File: src/rtl/crlb_ram.sv
// ============================================================================
// crlb_ram: generic single-port-write, single-port-read RAM
// One write and one registered read per cycle.
// ============================================================================
`default_nettype none

module crlb_ram #(
    parameter int WIDTH = 16,
    parameter int DEPTH = 32
) (
    input  wire logic                                    clk,
    input  wire logic                                    we,
    input  wire logic [((DEPTH > 1) ? $clog2(DEPTH) : 1)-1:0] waddr,
    input  wire logic [WIDTH-1:0]                        wdata,
    input  wire logic                                    re,
    input  wire logic [((DEPTH > 1) ? $clog2(DEPTH) : 1)-1:0] raddr,
    output logic      [WIDTH-1:0]                        rdata
);

    logic [WIDTH-1:0] mem [DEPTH];

    always_ff @(posedge clk)
    begin
        if (we)
        begin
            mem[waddr] <= wdata;
        end
        if (re)
        begin
            rdata <= mem[raddr];
        end
    end

endmodule

`default_nettype wire

File: config.mk
export PLATFORM = sky130hd
export DESIGN_NAME = crlb_ram
export DESIGN_NICKNAME = d
export VERILOG_FILES = /design/src/rtl/crlb_ram.sv
export SDC_FILE = /design/constraint.sdc
export NUM_CORES = 1
export LEC_CHECK = 0
export BUFFER_PORTS_ARGS = -buffer_cell sky130_fd_sc_hd__buf_2
export CORE_UTILIZATION = 55
export DETAILED_ROUTE_END_ITERATION = 6
export GPL_TIMING_DRIVEN = 1
export MAX_ROUTING_LAYER = met4
export PLACE_DENSITY_LB_ADDON = 0.12
export SLEW_MARGIN = 20
export SYNTH_ARGS = -nofsm -noshare
export SYNTH_HDL_FRONTEND = slang
export SYNTH_SLANG_ARGS = --single-unit
File: constraint.sdc
create_clock -name clk -period 2.2 [get_ports clk]
set_input_delay 0.11 -clock clk [delete_from_list [all_inputs] [get_ports clk]]
set_output_delay 0.11 -clock clk [all_outputs]
set_load 0.03 [all_outputs]
==> results of run 1 <==
[cell usage after synthesis (all sizes together)]
master | number | area, sq um
nand2 | 33 | 124
mux2i | 256 | 2560
clkbuf | 12 | 45.0
nand3b | 5 | 37.5
and2 | 1 | 6.26
or3b | 3 | 26.3
nand3 | 34 | 170
nor2b | 2 | 12.5
edfxtp | 528 | 15900
nand2b | 2 | 12.5
or2 | 1 | 6.26
nor3 | 16 | 80.1
a31oi | 16 | 100
buf | 55 | 495
a22oi | 64 | 480
a21oi | 32 | 160
nor2 | 34 | 135
nand4 | 16 | 100
or3 | 1 | 6.26
a22o | 32 | 280
[sequential cells by signal, summed over array words and instances, names as in the netlist]
register and cells:
mem 512, rdata 16
[kinds of logic (layout without fill, tap and decap cells)]
logic type,count (synthesis),in the layout,share of synthesized area [%]
other,0,1,0
buffers and inverters,67,225,2.61
and+or+nand+nor,148,148,3.46
DFF,528,528,76.6
muxes,256,256,12.4
AOI/OAI and AO/OA,144,144,4.93
[how the worst max path moves through the flow]
stage	slack, ns	cells after the start	from	endpoint
floorplan	0.35	3	waddr[1]	mem[12][0]
global placement	0.26	7	raddr[2]	rdata[0]
detailed placement	0.16	7	raddr[2]	rdata[0]
CTS	0.55	7	mem[7][14]	rdata[14]
global route	0.50	6	mem[7][7]	rdata[7]
finish	0.55	6	mem[6][7]	rdata[7]
[area by class of cell]
class	count	area [sq um]	area share, %
diodes	1	2.50	0.0107
clock buffers	66	1420	6.06
clock inverters	29	208	0.889
multi-input cells	548	4320	18.5
flip-flops and latches	528	15900	67.8
well taps	468	586	2.50
repair buffers	130	991	4.24
[layout by cell type (no fill, tap or decap), types with 2 or more instances in the layout]
cell type	n
clkinv_2	9
clkinv_1	15
or3b_2	3
nand2b_1	2
nor3_1	16
a31oi_1	16
nand3_1	34
mux2i_1	256
nand4_1	16
bufinv_16	3
buf_4	76
nand3b_1	5
buf_2	43
a22oi_1	64
buf_12	9
nand2_1	33
nor2_1	33
clkbuf_1	11
clkbuf_16	55
nor2b_4	2
a22o_1	32
a21oi_1	32
edfxtp_1	528
[power by group]
group	switching (mW)	internal (mW)	total (mW)
Clock	3.58	4.88	8.46
Sequential	0.0434	11.2	11.3
Combinational	0.799	0.398	1.20
[layer usage]
layer | part of all wire (%) | track usage, % | vias to the layer above | wire length, microns
li1 | - | - | 4810 | -
met1 | 43 | 35.0 | 5502 | 20500
met2 | 49 | 42.7 | 362 | 23500
met3 | 5.7 | 4.09 | 56 | 2700
met4 | 2.1 | 7.38 | 0 | 976
met5 | 0 | - | - | 0
[metrics by stage]
step / instances / worst slack (ns) / area [sq um] / utilization, %
2_1_floorplan: 1143 / 0.350 / 20700 / -
3_3_place_gp: 1673 / 0.263 / 21700 / 59.1
3_5_place_dp: 1673 / 0.158 / 21700 / 59.1
4_1_cts: 1769 / 0.552 / 23400 / 63.5
5_1_grt: 1770 / 0.502 / 23400 / 63.5
6_report: 1770 / 0.554 / 23400 / 63.5
[critical path: stages (launching register included)]
cell and delay [ns]:
edfxtp_1 0.36, mux2i_1 0.16, a22o_1 0.17, nor3_1 0.06, buf_4 0.16, a31oi_1 0.35, nand3_1 0.12
[what timing repair did]
action	CTS	global route
hold buffers	1	0
setup buffers	0	0
hold endpoints to repair	16	0
==> flow_summary.yaml, run 1 <==
status:
  status: "completed"
cts:
  clk_pin_slew_ns: 0.06
  clockRootBuffer: "clkbuf_16"
  clock_latency_ns: 0.59
  clk_path_buf_depth: 3
  cts_tree: "done"
  cts_buffers: 53
  htree_levels: 2
  cts_resized: 0
  cts_num_sinks: 528
min_path:
  hold_depth: 1
  hold_path_end: "mem[6][2]"
  hold_path_class: "input pin to flop"
  hold_start: "wdata[2]"
routing:
  vias: 10700
  drt_wl_total_mm: 47.6
  wl_per_cell_microns: 26.9
  drc: 0
  viasPerCell: 6.06
  dr.pass1.iters: 7
  drtAntennaViolNets: 0
  drt_iter0_drc: 942
timing:
  setup_violations: 0
  rsz0062_at_grt: "false"
  worst_slew_pin_slew_ns: 0.785
  fin_crit_sh_pct: 74.8
  fmax_mhz: 608
  relSlewSlack_pct: 47.7
  finalMaxSlewViolations: 0
  finalHoldViolations: 0
  holdWs_ns: 0.0938
  fin_skew_ns: 0.0167
  period_needed_ns: 1.65
  finalSetupTns_ns: 0
die:
  start_util_pct: 56.3
  row_count: 70
  chipHeight_microns: 196
  fp.dieW_microns: 196
  core_area_sq_um: 36800
  die-area_sq_um: 38400
  io_pins: 45
setup_path:
  endpoint_kind: "flop"
  critPathRequiredTime_ns: 2.51
  rr_worst_depth: 6
  cp_max_fo: 1
  crit_type: "flop to flop"
  crit_arrival_ns: 1.96
  r2r_slack_ns: 0.55
  cp-start-kind: "flop"
  r2r_start: "mem[6][7]"
  r2r_end: "rdata[7]"
synthesis:
  syn_avg_cell_area_sq_um: 18.1
  synth_cell_types: 25
  synth_seq_area_share_pct: 76.6
  synth_seq_cells: 528
  yosys_warnings: 0
  syn_nets: 1172
  syn-cell-area_sq_um: 20700
  syn-instance-count: 1143
power:
  power_leakage_nw: 8.27
  peakVddDrop_mv: 0.817
  p_per_area_nw_per_um2: 895
  finalPower_mw: 20.9
cells_and_area:
  nets: 1290
  syn2layout_area_growth_pct: 12.9
  layout-drive-gt1-share_pct: 15.8
  fillers: 2595
flow_run:
  max-cap-violations: 0
grt:
  antenna_found_initial: 1
  grt_first_pass_wirelength_mm: 69.9
  grt_max_degree: 44
  grt_pass1_vias: 10700
  grt_overflow: 0
  track_usage_pct: 26.4
placement:
  place.gp.congestion: 0.837
  port_buffers: 44
  dp_hpwl_mm: 27.4
Note: power is estimated with default switching activity, not from simulation.
==> inputs of run 2 (changes only) <==
==> constraint.sdc (replaced) <==
create_clock -name clk -period 1.6 [get_ports clk]
set_input_delay 0.08 -clock clk [delete_from_list [all_inputs] [get_ports clk]]
set_output_delay 0.08 -clock clk [all_outputs]
set_load 0.03 [all_outputs]
==> run 2 against run 1 <==
  * Maximum frequency increased by 6.7%
  * Clock-buffer cell count rose by 5
  * Non-clock buffer count grew 64
  * Cell count increased by 3.6%
  * Clock skew barely moved
==> flow_summary.yaml, run 2 (synthesis gave the netlist of run 1 again) <==
power:
  peakVddDrop_mv: 1.05
  finalPower_mw: 28.4
  power_leakage_nw: 8.67
  p_per_area_nw_per_um2: 1170
setup_path:
  r2r_slack_ns: 0.06
  r2r_start: "mem[5][13]"
  endpoint_kind: "flop"
  crit_type: "flop to flop"
  crit_arrival_ns: 1.85
  rr_worst_depth: 7
  critPathRequiredTime_ns: 1.90
  r2r_end: "rdata[13]"
  cp-start-kind: "flop"
  cp_max_fo: 1
cells_and_area:
  largest_register_ff_count: 512
  most-common-layout-cells: "edfxtp_1, mux2i_1, buf_4, a22oi_1, clkbuf_16"
  register_area_sq_um: 15900
  nets: 1353
  syn2layout_area_growth_pct: 17.3
  fillers: 2549
  max_flop_register: "mem"
  layout_commonest_cell: "edfxtp_1"
  largest_registers: "mem x512, rdata x16"
  multi_input_area_sq_um: 4380
  layout-drive-gt1-share_pct: 20.2
timing:
  finalSetupTns_ns: 0
  worst_slack_ns: 0.0568
  finalMaxSlewViolations: 0
  period_needed_ns: 1.54
  fin_crit_sh_pct: 96.5
  rsz0062_at_grt: "false"
  worst_slew_pin_slew_ns: 0.698
  fmax_mhz: 648
  finalHoldViolations: 0
  fin_skew_ns: 0.0171
  relSlewSlack_pct: 53.5
  setup_violations: 0
cts:
  cts_buffers: 52
  clk_path_buf_depth: 3
  htree_levels: 2
  clk_pin_slew_ns: 0.06
  clockRootBuffer: "clkbuf_16"
  clock_latency_ns: 0.57
  cts_tree: "done"
  cts_num_sinks: 528
grt:
  track_usage_pct: 26.5
  grt_pass1_vias: 11100
  grt_max_degree: 33
  antenna_found_initial: 3
  grt_first_pass_wirelength_mm: 70.6
  grt_overflow: 0
die:
  core_area_sq_um: 36800
  start_util_pct: 56.3
  io_pins: 45
  chipHeight_microns: 196
  fp.dieW_microns: 196
  row_count: 70
  die-area_sq_um: 38400
status:
  status: "completed"
routing:
  viasPerCell: 6.02
  drc: 0
  drt_wl_total_mm: 48.5
  drt_iter0_drc: 927
  wl_per_cell_microns: 26.5
  dr.pass1.iters: 5
  vias: 11000
  drtAntennaViolNets: 0
placement:
  dp_hpwl_mm: 30.0
  port_buffers: 44
  place.gp.congestion: 0.858
  pre_cts_ws_ns: -0.225
min_path:
  hold_path_end: "rdata[12]"
  hold_start: "re"
  hold_path_class: "input pin to flop"
  hold_depth: 1
flow_run:
  max-cap-violations: 0
-- run 2: cell count changes in the layout (fill, tap and decap cells not counted), moves of 3 or more --
cell      previous run  this run
a31oi_2              0         3
nor2_2               0         5
clkbuf_1            11        18
buf_4               76       104
buf_12               9        46
clkinv_1            15        12
a31oi_1             16        12
nor2_1              33        28
-- run 2: power breakdown --
group,switching [mW],internal [mW],total [mW]
clock,4.83,6.20,11.0
combinational,1.15,0.722,1.87
sequential,0.0591,15.4,15.5
total,6.04,22.4,28.4
-- run 2: worst max path at each step --
stage                 endpoint  startpoint  slack, ns
floorplan           mem[12][0]    waddr[1]      -0.22
global placement      rdata[0]    raddr[0]      -0.21
detailed placement    rdata[0]    raddr[0]      -0.23
CTS                   rdata[0]   mem[1][0]       0.02
global route          rdata[7]   mem[1][7]      0.005
finish               rdata[13]  mem[5][13]       0.06
-- run 2: area by class of cell --
type | instances | share of cell area (%)
diodes | 3 | 0.0309
clock buffers | 71 | 5.74
well taps | 468 | 2.41
clock inverters | 21 | 0.485
repair buffers | 194 | 7.96
multi-input cells | 548 | 18.0
flip-flops and latches | 528 | 65.3
-- run 2: through the flow --
step                util, %  hold WS (ns)  instance area (sq um)  cells
floorplan                 -         0.179                  20700   1143
global placement       61.7         0.562                  22700   1739
detailed placement     61.7         0.560                  22700   1739
CTS                    65.9       0.00445                  24200   1831
global route           66.0        0.0144                  24300   1833
finish                 66.0        0.0258                  24300   1833
-- run 2: worst max-delay path: stages (launching register included) --
cell	delay (ns)
edfxtp_1	0.38
mux2i_1	0.17
a22o_1	0.19
nor3_1	0.05
buf_4	0.15
a31oi_4	0.13
buf_4	0.14
nand3_1	0.08
-- run 2: routing by layer --
| layer | global-route usage (%) | wire [microns] | up-vias | part of all wire [%] |
|---|---|---|---|---|
| met5 | - | 0 | - | 0 |
| met4 | 8.39 | 1430 | 0 | 3.0 |
| met3 | 3.95 | 3050 | 79 | 6.3 |
| met2 | 43.3 | 24000 | 416 | 49 |
| met1 | 34.5 | 20000 | 5598 | 41 |
| li1 | - | - | 4937 | - |
-- run 2: timing repair --
action,in CTS,in global routing
resized for setup,1,6
setup endpoints to repair,1,5
endpoints found under the hold margin,0,0
pin swaps,1,4
buffers inserted,0,0
hold buffers,0,0
