===== config.mk =====
export PLATFORM = sky130hd
export DESIGN_NAME = crlb_mac
export DESIGN_NICKNAME = d
export VERILOG_FILES = /design/src/rtl/crlb_pkg.sv /design/src/rtl/crlb_mac.sv
export SDC_FILE = /design/constraint.sdc
export NUM_CORES = 1
export LEC_CHECK = 0
export ABC_AREA = 1
export ABC_CLOCK_PERIOD_IN_PS = 9600
export BUFFER_PORTS_ARGS = -buffer_cell sky130_fd_sc_hd__buf_2
export CAP_MARGIN = 25
export CORE_ASPECT_RATIO = 0.7
export CORE_UTILIZATION = 65
export DETAILED_ROUTE_END_ITERATION = 8
export HOLD_SLACK_MARGIN = 0.03
export PLACE_DENSITY_LB_ADDON = 0.25
export REMOVE_ABC_BUFFERS = 1
export SYNTH_ARGS = -nofsm -noshare
export SYNTH_HDL_FRONTEND = slang
export SYNTH_SLANG_ARGS = --single-unit
export TNS_END_PERCENT = 50

===== constraint.sdc =====
create_clock -name clk -period 9.6 [get_ports clk]
set_clock_uncertainty 0.2 [all_clocks]
set_input_delay 0.48 -clock clk [delete_from_list [all_inputs] [get_ports clk]]
set_output_delay 0.48 -clock clk [all_outputs]
set_load 0.005 [all_outputs]

===== src/rtl/crlb_pkg.sv =====
// ============================================================================
// crlb_pkg: shared types and constants
// Sizes, codes and the sequencer state type of the convolution block.
// ============================================================================
`default_nettype none

package crlb_pkg;

    localparam int IMAGE_HEIGHT = 32;
    localparam int IMAGE_WIDTH  = 32;
    localparam int KERNEL_SIZE  = 4;
    localparam int FILTER_COUNT = 8;

    localparam int LINE_ROWS  = KERNEL_SIZE - 1;
    localparam int WIN_DEPTH  = KERNEL_SIZE * KERNEL_SIZE;
    localparam int WGT_DEPTH  = FILTER_COUNT * WIN_DEPTH;
    localparam int POS_W      = 5;
    localparam int TAP_W      = 4;
    localparam int FILT_W     = 3;
    localparam int KIDX_W     = 2;
    localparam int DATA_W     = 16;
    localparam int ACC_W      = 40;
    localparam int ACT_W      = 15;
    localparam int FRAC_SHIFT = 14;

    typedef enum logic [1:0] {
        OP_PIXEL  = 2'd0,
        OP_WEIGHT = 2'd1,
        OP_BIAS   = 2'd2,
        OP_NONE   = 2'd3
    } op_t;

    typedef enum logic [2:0] {
        ST_IDLE,
        ST_SHIFT,
        ST_BIAS,
        ST_ACC,
        ST_OUT
    } state_t;

    typedef struct packed {
        logic first;
        logic acc_en;
    } mac_ctrl_t;

endpackage

`default_nettype wire


===== src/rtl/crlb_mac.sv =====
// ============================================================================
// crlb_mac: shared multiply-accumulate unit
// One product per enabled cycle into a 40-bit accumulator, ReLU, saturation.
// ============================================================================
`default_nettype none

module crlb_mac (
    input  wire logic                                  clk,
    input  wire crlb_pkg::mac_ctrl_t                   ctrl,
    input  wire logic signed [crlb_pkg::DATA_W-1:0]    bias,
    input  wire logic signed [crlb_pkg::DATA_W-1:0]    weight,
    input  wire logic signed [crlb_pkg::DATA_W-1:0]    pixel,
    output logic             [crlb_pkg::ACT_W-1:0]     activation
);
    import crlb_pkg::*;

    logic signed [ACC_W-1:0]    acc_reg;
    logic signed [ACC_W-1:0]    acc_next;
    logic signed [ACC_W-1:0]    base;
    logic signed [2*DATA_W-1:0] prod;
    logic signed [ACC_W-FRAC_SHIFT-1:0] scaled;

    assign prod = weight * pixel;

    always_comb
    begin
        base     = ctrl.first ? (ACC_W'(bias) <<< FRAC_SHIFT) : acc_reg;
        acc_next = base + ACC_W'(prod);
    end

    always_ff @(posedge clk)
    begin
        if (ctrl.acc_en)
        begin
            acc_reg <= acc_next;
        end
    end

    // The sum is positive where the shift is taken, so truncation is a floor.
    always_comb
    begin
        scaled = acc_reg[ACC_W-1:FRAC_SHIFT];
        if (acc_reg <= 0)
        begin
            activation = '0;
        end
        else if (scaled > (ACC_W-FRAC_SHIFT)'(32767))
        begin
            activation = '1;
        end
        else
        begin
            activation = scaled[ACT_W-1:0];
        end
    end

endmodule

`default_nettype wire


==> summary.txt, run 1 <==
Outcome
  • Status: finished clean

Yosys
  • Synth warn: 0
  • Syn Area/Cell: 7.75 um^2
  • Number of synthesized flops with an enable pin: 40
  • Cells after Synth: 2000
  • Synth Flop Type: edfxtp_1
  • Post-synth top area share: 0.426
  • Post-synthesis cell area: 0.0155 mm^2
  • Register area share after synthesis: 0.0775
  • #FFs+latches synth: 40
  • Top post-synthesis cells by area: fa_1 43%, inv_1 16%, nand2_1 12%
  • Netlist cell types: 36
  • Biggest area consumer among synthesized cells: fa_1
  • Post-synth ARST share: 0

Detailed routing
  • Post-DRT Antenna Nets: 0
  • Wirelength per Cell: 16.4 um
  • Initial DRT Pass Iterations: 5
  • Via density: 5.26
  • Final WL: 38.0 mm
  • DRC errors left: 0
  • Via count: 12200
  • DR iter-0 viols: 1155

CTS
  • H-Tree Depth: 2
  • Max clock buf depth: 2
  • CTS tree: done
  • Worst-skew pair later-pin latency: 0.30 ns
  • CTS sink count: 40
  • Post-CTS repair timing setup buffer count: 0
  • # hold bufs at CTS: 0
  • CTS clk-pin slew, worst paths: 0.06 ns
  • Post-CTS Resized: 0
  • CTS buffer count: 5
  • Clock root cell: clkbuf_16

Worst setup path
  • Crit-path cells: buf_2 -> nand2_1 -> inv_1 -> fa_1 -> fa_1 -> inv_1 -> fa_1 -> fa_1 -> fa_1 -> fa_1 -> inv_1 -> ha_1 -> a21oi_1 -> o21ai_0 -> a21oi_1 -> nand2_1 -> nand3b_1 -> nand2_1 -> nand2_1
  • Maximum fanout along the worst path: 16
  • Required time worst endpoint: 9.45 ns
  • Slowest-stage cell, CP: fa_1
  • Critical Path Start Type: primary input
  • Arr. time, crit path: 6.34 ns
  • Delay-heaviest family, CP: adder cells
  • Crit Path Category: primary input to flip-flop
  • Critical Path End Type: flip-flop
  • CP peak stage delay: 0.86 ns
  • Buffer and inverter count on the worst path: 4
  • Most used cell, CP: fa_1

Placement
  • Global placer's final weighted congestion: 0.989
  • IO Port Bufs: 65
  • Number of placed cells counting well taps: 2309
  • Post-DP HPWL: 33.5 mm

Floorplanning
  • Chip height: 131 um
  • Overall die area: 0.0245 mm^2
  • Width of the chip: 187 um
  • Core area: 0.0230 mm^2
  • Num rows: 46
  • Starting Density: 0.673
  • I/O Pins: 66

Cells and area
  • Layout Nets: 2500
  • Post-Route Utilization: 0.701
  • Max reg flops: 40
  • Post-Layout Cell Count: 2317
  • Syn-to-layout area delta: 4.18%
  • Share of cells above drive strength 1: 0.0624

Timing
  • Max_slew headroom: 0.321
  • Tmin final: 6.49 ns
  • Slew Limit Fails: 0
  • Endpoints failing setup: 0
  • Setup TNS: 0 ns
  • Fmax: 154 MHz
  • Slew @ Worst Pin: 1.02 ns
  • Unrepaired setup endpoints after global routing: no
  • Final period utilization: 0.676
  • Hold Violations, Final: 0

Global routing
  • Met2 Resource Use GR: 0.526
  • First-pass GRT wire length: 64.5 mm
  • Vias in the first global route: 12900
  • Met3 Use GR: 0.0710
  • Largest net degree at the start of global routing: 41
  • Initial antenna violation count: 1
  • Met1 usage in global routing: 0.488
  • Global route hottest layer: met2
  • Total grt overflow: 0
  • Gr usage total: 0.335

Worst hold path
  • Hold Crit Class: flip-flop to flip-flop

Job
  • Total of max-cap violations: 0
-- worst reg2reg max path, stage by stage, from the launching register on --
cell,delay [ns]
edfxtp_1,0.36
inv_1,0.14
nor2_1,0.06
a21oi_1,0.26
fa_1,0.47
inv_1,0.09
fa_1,0.44
fa_1,0.51
fa_1,0.57
inv_1,0.06
fa_1,0.50
inv_1,0.06
ha_1,0.34
nand2_2,0.16
inv_1,0.05
nand2_1,0.06
nand3_1,0.13
a21oi_1,0.25
nor2_1,0.08
nor2_1,0.25
nand2_1,0.09
nand2_1,0.07
nand2_1,0.05
-- cells in the final DEF, fill, tap and decap left out, types with 12 or more instances in the layout --
cell      instances
a21oi_1          47
buf_2            65
edfxtp_1         40
fa_1            330
ha_1            115
inv_1           646
nand2_1         476
nand2_2          14
nand3_1          47
nand4_1          12
nor2_1           84
nor2_2           14
o21ai_0          32
xor2_1           20
-- stage by stage --
step                      cell area, um^2  setup slack (ns)  hold slack, ns
final                               16100              3.11           0.534
after global routing                16100              2.70           0.592
after CTS                           16100              3.12           0.534
after detailed placement            16000              2.82           0.521
after global placement              16000              2.96           0.493
after floorplan                     15200              3.68           0.392
-- cell type report --
class	count	area, um^2
clock inverters	2	60.1
fillers	1902	6880
flip-flops and latches	40	1200
multi-input cells	1237	11600
clock buffers	5	125
inverters	653	2450
repair buffers	67	340
well taps	312	390
diodes	1	2.50
-- synthesized netlist by cell type, types with 2 or more instances --
cell type,number
nor3_2,6
a21oi_1,47
a21o_1,2
o21bai_1,7
ha_1,115
xor2_1,20
buf_2,2
nand3b_1,4
nand4_1,12
o21ai_1,3
nor2_4,3
clkbuf_1,64
inv_1,646
edfxtp_1,40
xnor2_1,3
nand3_1,47
o21ai_2,2
buf_1,2
nand2_2,14
nor2_1,84
inv_2,7
o21ai_0,32
o21a_1,2
nand3_2,3
fa_1,330
nor2_2,14
nand2_1,476
nor3_1,5
-- per-layer routing --
metal	routed length [um]	vias up
met3	4000	54
met5	0	-
met2	17100	535
met4	517	0
met1	16300	5942
li1	-	5658
-- path summary, 6_finish.rpt --
kind | start | endpoint | slack [ns] | depth (start not counted)
max | pixel[1] | acc_reg[39] | 3.11 | 19
min | acc_reg[0] | acc_reg[0] | 0.53 | 3
max reg2reg | acc_reg[15] | acc_reg[29] | 4.14 | 22
min reg2reg | acc_reg[0] | acc_reg[0] | 0.53 | 3
-- logic make-up after synthesis --
kind of cell,after synthesis,share of synthesized area
compound gates,96,0.0334
fa+ha+maj,445,0.519
buf+inv,723,0.176
flops,40,0.0775
xor+xnor,23,0.0130
simple gates,673,0.181
Power of run 1 is not shown: default switching activity piles up to over one toggle a cycle in this logic, so the estimate is an artifact.
==> inputs of run 2 (changes only) <==
--- a/config.mk
+++ b/config.mk
@@ -5,12 +5,12 @@
 export SDC_FILE = /design/constraint.sdc
 export NUM_CORES = 1
 export LEC_CHECK = 0
-export ABC_AREA = 1
-export ABC_CLOCK_PERIOD_IN_PS = 9600
+export ABC_AREA = 0
+export ABC_CLOCK_PERIOD_IN_PS = 5700
 export BUFFER_PORTS_ARGS = -buffer_cell sky130_fd_sc_hd__buf_2
 export CAP_MARGIN = 25
 export CORE_ASPECT_RATIO = 0.7
-export CORE_UTILIZATION = 65
+export CORE_UTILIZATION = 59
 export DETAILED_ROUTE_END_ITERATION = 8
 export HOLD_SLACK_MARGIN = 0.03
 export PLACE_DENSITY_LB_ADDON = 0.25
==> constraint.sdc (replaced) <==
create_clock -name clk -period 5.7 [get_ports clk]
set_clock_uncertainty 0.2 [all_clocks]
set_input_delay 0.285 -clock clk [delete_from_list [all_inputs] [get_ports clk]]
set_output_delay 0.285 -clock clk [all_outputs]
set_load 0.005 [all_outputs]
==> run 2 against run 1 <==
Effect of this change:
- the run now ends with setup timing left
- synthesized area decreased by 7.4%
- global-route usage decreased by 2.2 points
- clock-buffer cell count unchanged
- non-clock buffer count increased by 205
- synthesized cell count decreased by 24%
- worst hold slack got worse by 0.013 ns
- flip-flop and latch count unchanged
- utilization increased by 3.8 points
- routed wire length decreased by 3.2%
==> summary.txt, run 2 <==
Timing
  • Fmax: 173 MHz
  • Final period utilization: 1.02
  • Max_slew headroom: 0.333 (was 0.321)
  • Setup TNS: -0.418 ns (was 0 ns)
  • Tmin final: 5.79 ns
  • Hold Violations, Final: 0 (unchanged)
  • Unrepaired setup endpoints after global routing: yes (was no)
  • Slew @ Worst Pin: 1.00 ns (was 1.02 ns)
  • Slew Limit Fails: 0 (unchanged)
  • Final worst setup slack: -0.0898 ns (was 3.11 ns)
  • Endpoints failing setup: 8 (was 0)

Yosys
  • Number of synthesized flops with an enable pin: 40 (unchanged)
  • Syn Area/Cell: 9.45 um^2 (was 7.75 um^2)
  • Netlist cell types: 56 (was 36)
  • Register area share after synthesis: 0.0837 (was 0.0775)
  • Biggest area consumer among synthesized cells: fa_1 (unchanged)
  • Most frequent cell after synthesis: inv_1 (unchanged)
  • Synth top cells by count: 421 x inv_1, 330 x fa_1, 145 x nand2_1 (was 646 x inv_1, 476 x nand2_1, 330 x fa_1)
  • Top post-synthesis cells by area: fa_1 46%, inv_1 11%, ha_1 10% (was fa_1 43%, inv_1 16%, nand2_1 12%)
  • Post-synth ARST share: 0 (unchanged)
  • Post-synth top area share: 0.461 (was 0.426)
  • Cells after Synth: 1518 (was 2000)
  • Post-synthesis cell area: 0.0143 mm^2 (was 0.0155 mm^2)
  • Synth warn: 0 (unchanged)
  • Synth Flop Type: edfxtp_1 (unchanged)
  • #FFs+latches synth: 40 (unchanged)

Placement
  • Placed Instance Area: 0.0164 mm^2 (was 0.0160 mm^2)
  • Global placer's final weighted congestion: 0.947 (was 0.989)
  • Post-DP HPWL: 31.6 mm (was 33.5 mm)
  • IO Port Bufs: 65 (unchanged)
  • DP Worst Slack: -0.846 ns (was 2.82 ns)

Global routing
  • Largest net degree at the start of global routing: 41 (unchanged)
  • Global route hottest layer: met2 (unchanged)
  • Met1 usage in global routing: 0.461 (was 0.488)
  • Total grt overflow: 0 (unchanged)
  • Gr usage total: 0.313 (was 0.335)
  • Vias in the first global route: 12000 (was 12900)
  • First-pass GRT wire length: 61.1 mm (was 64.5 mm)
  • Initial antenna violation count: 0 (was 1)
  • Met2 Resource Use GR: 0.495 (was 0.526)
  • Met3 Use GR: 0.0475 (was 0.0710)

CTS
  • CTS sink count: 40 (unchanged)
  • Worst-skew pair later-pin latency: 0.28 ns (was 0.30 ns)
  • Clock root cell: clkbuf_16 (unchanged)
  • Max clock buf depth: 2 (unchanged)
  • CTS buffer count: 5 (unchanged)
  • H-Tree Depth: 2 (unchanged)
  • CTS tree: done (unchanged)
  • CTS clk-pin slew, worst paths: 0.07 ns (was 0.06 ns)

Cells and area
  • Ant diodes: 0 (was 1)
  • Most frequent cells in the layout: 403 x inv_1, 316 x fa_1, 185 x buf_4 (was 646 x inv_1, 476 x nand2_1, 330 x fa_1)
  • Fillers: 1697 (was 1902)
  • Max reg flops: 40 (unchanged)
  • Layout Nets: 2252 (was 2500)
  • Commonest non-fill, non-tap cell in the layout: inv_1 (unchanged)
  • Post-layout instance area: 0.0176 mm^2 (was 0.0161 mm^2)
  • Syn-to-layout area delta: 22.4% (was 4.18%)
  • Share of cells above drive strength 1: 0.239 (was 0.0624)

Floorplanning
  • Width of the chip: 188 um (was 187 um)
  • Chip height: 132 um (was 131 um)
  • Starting Density: 0.604 (was 0.673)
  • Overall die area: 0.0249 mm^2 (was 0.0245 mm^2)
  • Core area: 0.0238 mm^2 (was 0.0230 mm^2)
  • I/O Pins: 66 (unchanged)
  • Num rows: 47 (was 46)

Outcome
  • Status: complete, but fails checks (was finished clean)
  • Failing checks: setup timing

Worst hold path
  • Hold Crit Class: primary input to flip-flop (was flip-flop to flip-flop)

Detailed routing
  • Initial DRT Pass Iterations: 5 (unchanged)
  • Post-DRT Antenna Nets: 0 (unchanged)
  • Via count: 10900 (was 12200)
  • Wirelength per Cell: 17.7 um (was 16.4 um)
  • Final WL: 36.8 mm (was 38.0 mm)
  • Via density: 5.27 (was 5.26)
  • DRC errors left: 0 (unchanged)
  • DR iter-0 viols: 719 (was 1155)

Worst setup path
  • Buffer and inverter count on the worst path: 6 (was 4)
  • Crit Path Category: primary input to flip-flop (unchanged)
  • Arr. time, crit path: 5.61 ns (was 6.34 ns)
  • Maximum fanout along the worst path: 6 (was 16)
  • CP peak stage delay: 0.56 ns (was 0.86 ns)
  • Slowest-stage cell, CP: fa_1 (unchanged)
  • Crit-path cells: buf_12 -> nand2_4 -> fa_1 -> inv_2 -> fa_1 -> inv_2 -> fa_1 -> inv_2 -> fa_1 -> fa_1 -> inv_2 -> fa_1 -> inv_2 -> ha_4 -> nand4_1 -> nor2_2 -> nor3_4 -> a211oi_4 -> o211ai_4 -> a211oi_2 -> or2_1 -> o311ai_2 (was buf_2 -> nand2_1 -> inv_1 -> fa_1 -> fa_1 -> inv_1 -> fa_1 -> fa_1 -> fa_1 -> fa_1 -> inv_1 -> ha_1 -> a21oi_1 -> o21ai_0 -> a21oi_1 -> nand2_1 -> nand3b_1 -> nand2_1 -> nand2_1)
  • Most used cell, CP: fa_1 (unchanged)
  • Critical Path End Type: flip-flop (unchanged)
  • Delay-heaviest family, CP: adder cells (unchanged)
  • Critical Path Start Type: primary input (unchanged)
  • Required time worst endpoint: 5.52 ns (was 9.45 ns)

Job
  • Total of max-cap violations: 0 (unchanged)
## run 2: layer usage
metal  vias up  routed length [um]
li1       5013                   -
met1      5476               16000
met2       392               16900
met3        60                2920
met4         0                 920
met5         -                   0
## run 2: cell families (layout without fill, tap and decap cells)
kind of cell,after synthesis,count (layout),share of synthesized area
XOR/XNOR,38,38,0.0232
flip-flops,40,40,0.0837
multiplexers,15,15,0.0117
buffers and inverters,462,701,0.121
AND/OR/NAND/NOR,380,380,0.132
AO/OA/AOI/OAI,138,138,0.0674
adder cells (fa/ha/maj),445,445,0.561
## run 2: path summary, 6_finish.rpt
check	endpoint	cells after the start	slack, ns	startpoint
setup / recovery	acc_reg[37]	22	-0.09	pixel[7]
setup reg to reg	acc_reg[37]	17	0.27	acc_reg[14]
hold reg to reg	acc_reg[0]	2	0.54	acc_reg[0]
hold / removal	acc_reg[38]	1	0.52	ctrl[0]
## run 2: stage by stage
step                hold slack (ns)  cells   util
finish                        0.520   2075  0.739
detailed placement            0.520   2048  0.689
CTS                           0.538   2068  0.728
global route                  0.562   2075  0.739
floorplan                     0.197   1477      -
global placement              0.506   2048  0.689
## run 2: repair_timing
| item | 4_1_cts | 5_1_grt |
|---|---|---|
| hold buffers | 0 | 0 |
| endpoints found under the setup margin | 17 | 18 |
| cloned | 0 | 1 |
| pin swaps | 71 | 44 |
| gates resized for setup | 183 | 54 |
| setup buffers | 12 | 6 |
## run 2: layout make-up
class / count / area, um^2 / area share
inverters: 421 / 1580 / 0.0900
clock inverters: 3 / 18.8 / 0.00107
well taps: 318 / 398 / 0.0227
multi-input cells: 1016 / 11900 / 0.679
flip-flops and latches: 40 / 1200 / 0.0684
clock buffers: 5 / 125 / 0.00712
repair buffers: 272 / 2310 / 0.131
Power of run 2 is left out for the same reason.
==> inputs of run 3 (changes only) <==
--- a/config.mk
+++ b/config.mk
@@ -6,7 +6,7 @@
 export NUM_CORES = 1
 export LEC_CHECK = 0
 export ABC_AREA = 0
-export ABC_CLOCK_PERIOD_IN_PS = 5700
+export ABC_CLOCK_PERIOD_IN_PS = 4750
 export BUFFER_PORTS_ARGS = -buffer_cell sky130_fd_sc_hd__buf_2
 export CAP_MARGIN = 25
 export CORE_ASPECT_RATIO = 0.7
==> constraint.sdc (replaced) <==
create_clock -name clk -period 4.75 [get_ports clk]
set_clock_uncertainty 0.2 [all_clocks]
set_input_delay 0.2375 -clock clk [delete_from_list [all_inputs] [get_ports clk]]
set_output_delay 0.2375 -clock clk [all_outputs]
set_load 0.005 [all_outputs]
==> run 3 against run 2 <==
Effect of this change:
- routed wire length is 6.6% higher
- sequential share of layout area down 0.22 points
- via count rose by 3.6%
- global-route usage increased by 1.5 points
- critical path type unchanged
- cell count up 2.8%
- the run still ends with setup timing left
- utilization up 2.4 points
- die area stayed put
- register-to-register slack worse by 0.95 ns
==> summary.txt, run 3 (synthesis gave the netlist of run 2 again) <==
Cells and area
  • Most frequent cells in the layout: 396 x inv_1, 311 x fa_1, 244 x buf_4 (was 403 x inv_1, 316 x fa_1, 185 x buf_4)
  • Post-Layout Cell Count: 2133 (was 2075)
  • Ant diodes: 0 (unchanged)
  • Max reg flops: 40 (unchanged)
  • Layout Nets: 2310 (was 2252)
  • Syn-to-layout area delta: 26.4% (was 22.4%)
  • Share of cells above drive strength 1: 0.283 (was 0.239)
  • Commonest non-fill, non-tap cell in the layout: inv_1 (unchanged)

Timing
  • Hold Violations, Final: 0 (unchanged)
  • Final worst setup slack: -1.11 ns (was -0.0898 ns)
  • Max_slew headroom: 0.360 (was 0.333)
  • Final period utilization: 1.23
  • Unrepaired setup endpoints after global routing: yes (unchanged)
  • Slew @ Worst Pin: 0.960 ns (was 1.00 ns)
  • Endpoints failing setup: 29 (was 8)
  • Fmax: 171 MHz
  • Slew Limit Fails: 0 (unchanged)
  • Tmin final: 5.86 ns

Detailed routing
  • Via count: 11300 (was 10900)
  • Post-DRT Antenna Nets: 0 (unchanged)
  • DR iter-0 viols: 730 (was 719)
  • Final WL: 39.2 mm (was 36.8 mm)
  • Wirelength per Cell: 18.4 um (was 17.7 um)
  • DRC errors left: 0 (unchanged)
  • Via density: 5.31 (was 5.27)
  • Initial DRT Pass Iterations: 5 (unchanged)

Global routing
  • Met1 usage in global routing: 0.467 (was 0.461)
  • Vias in the first global route: 12400 (was 12000)
  • Largest net degree at the start of global routing: 41 (unchanged)
  • First-pass GRT wire length: 63.6 mm (was 61.1 mm)
  • Total grt overflow: 0 (unchanged)
  • Met2 Resource Use GR: 0.540 (was 0.495)
  • Initial antenna violation count: 1 (was 0)
  • Gr usage total: 0.328 (was 0.313)
  • Global route hottest layer: met2 (unchanged)
  • Met3 Use GR: 0.0533 (was 0.0475)

Worst setup path
  • Critical Path Start Type: primary input (unchanged)
  • Slowest-stage cell, CP: fa_1 (unchanged)
  • Arr. time, crit path: 5.76 ns (was 5.61 ns)
  • CP peak stage delay: 0.59 ns (was 0.56 ns)
  • Crit-path cells: buf_12 -> buf_6 -> nand2_2 -> fa_1 -> inv_2 -> fa_1 -> inv_4 -> fa_1 -> inv_1 -> fa_1 -> fa_1 -> inv_2 -> fa_1 -> inv_2 -> ha_4 -> a21o_1 -> a211oi_2 -> o21ai_1 -> o21ai_2 -> nor3b_4 -> a211oi_2 -> or2_1 -> o311ai_2 (was buf_12 -> nand2_4 -> fa_1 -> inv_2 -> fa_1 -> inv_2 -> fa_1 -> inv_2 -> fa_1 -> fa_1 -> inv_2 -> fa_1 -> inv_2 -> ha_4 -> nand4_1 -> nor2_2 -> nor3_4 -> a211oi_4 -> o211ai_4 -> a211oi_2 -> or2_1 -> o311ai_2)
  • Critical Path End Type: flip-flop (unchanged)
  • Crit Path Category: primary input to flip-flop (unchanged)
  • Required time worst endpoint: 4.65 ns (was 5.52 ns)
  • Most used cell, CP: fa_1 (unchanged)
  • Maximum fanout along the worst path: 7 (was 6)

Outcome
  • Status: complete, but fails checks (unchanged)
  • Failing checks: setup timing (unchanged)

Placement
  • Global placer's final weighted congestion: 0.938 (was 0.947)
  • Post-DP HPWL: 32.8 mm (was 31.6 mm)
  • IO Port Bufs: 65 (unchanged)
  • Number of placed cells counting well taps: 2084 (was 2048)

Floorplanning
  • I/O Pins: 66 (unchanged)
  • Core area: 0.0238 mm^2 (unchanged)
  • Num rows: 47 (unchanged)
  • Starting Density: 0.604 (unchanged)
  • Chip height: 132 um (unchanged)
  • Width of the chip: 188 um (unchanged)
  • Overall die area: 0.0249 mm^2 (unchanged)

Job
  • Total of max-cap violations: 0 (unchanged)

CTS
  • Worst-skew pair later-pin latency: 0.29 ns (was 0.28 ns)
  • Clock root cell: clkbuf_16 (unchanged)
  • # hold bufs at CTS: 0 (unchanged)
  • H-Tree Depth: 2 (unchanged)
  • CTS clk-pin slew, worst paths: 0.07 ns (about the same)
  • Max clock buf depth: 2 (unchanged)
  • CTS sink count: 40 (unchanged)
  • CTS tree: done (unchanged)
  • CTS buffer count: 5 (unchanged)

Worst hold path
  • Hold Crit Class: primary input to flip-flop (unchanged)
[run 3: worst paths after layout]
| path | cells past startpoint | slack [ns] | to | startpoint |
|---|---|---|---|---|
| setup / recovery | 23 | -1.11 | acc_reg[37] | weight[15] |
| hold reg to reg | 2 | 0.53 | acc_reg[0] | acc_reg[0] |
| setup reg to reg | 19 | -0.68 | acc_reg[38] | acc_reg[15] |
| hold / removal | 4 | 0.34 | acc_reg[1] | pixel[1] |
[run 3: metrics by stage]
stage                     setup TNS (ns)   util  setup slack (ns)  instance area (um^2)  hold slack (ns)
after detailed placement          -38.74  0.702             -1.79                 16700            0.513
after floorplan                   -19.85      -             -1.16                 14200            0.150
after CTS                         -21.73  0.746             -1.04                 17700            0.349
after global routing              -27.67  0.763             -1.28                 18100            0.365
after global placement            -35.90  0.702             -1.56                 16700            0.504
final                             -22.94  0.763             -1.11                 18100            0.344
[run 3: critical path: cells and delay by family]
| family | cells | cell delay (ns) |
|---|---|---|
| AO/OA/AOI/OAI | 6 | 0.97 |
| adder cells (fa/ha/maj) | 7 | 3.43 |
| buffers and inverters | 7 | 0.50 |
| AND/OR/NAND/NOR | 3 | 0.60 |
[run 3: repair_timing]
item	4_1_cts	5_1_grt
cloned	0	1
hold endpoints to repair	0	0
setup endpoints to repair	31	31
setup buffers	26	14
resized for setup	188	82
pin swaps	88	59
[run 3: area by class of cell]
type	instances	area, um^2
Clock buffer	5	125
Clock inverter	3	17.5
Fill cell	1604	5620
Inverter	421	1590
Multi-Input combinational cell	1016	12000
Sequential cell	40	1200
Tap cell	318	398
Timing Repair Buffer	330	2780
[run 3: routing by layer]
layer,wire (um),share of wire,vias up
met5,0,0,-
met4,848,0.022,0
met3,3010,0.077,59
met2,18800,0.48,415
met1,16600,0.42,5747
li1,-,-,5109
Power of run 3 is left out for the same reason.
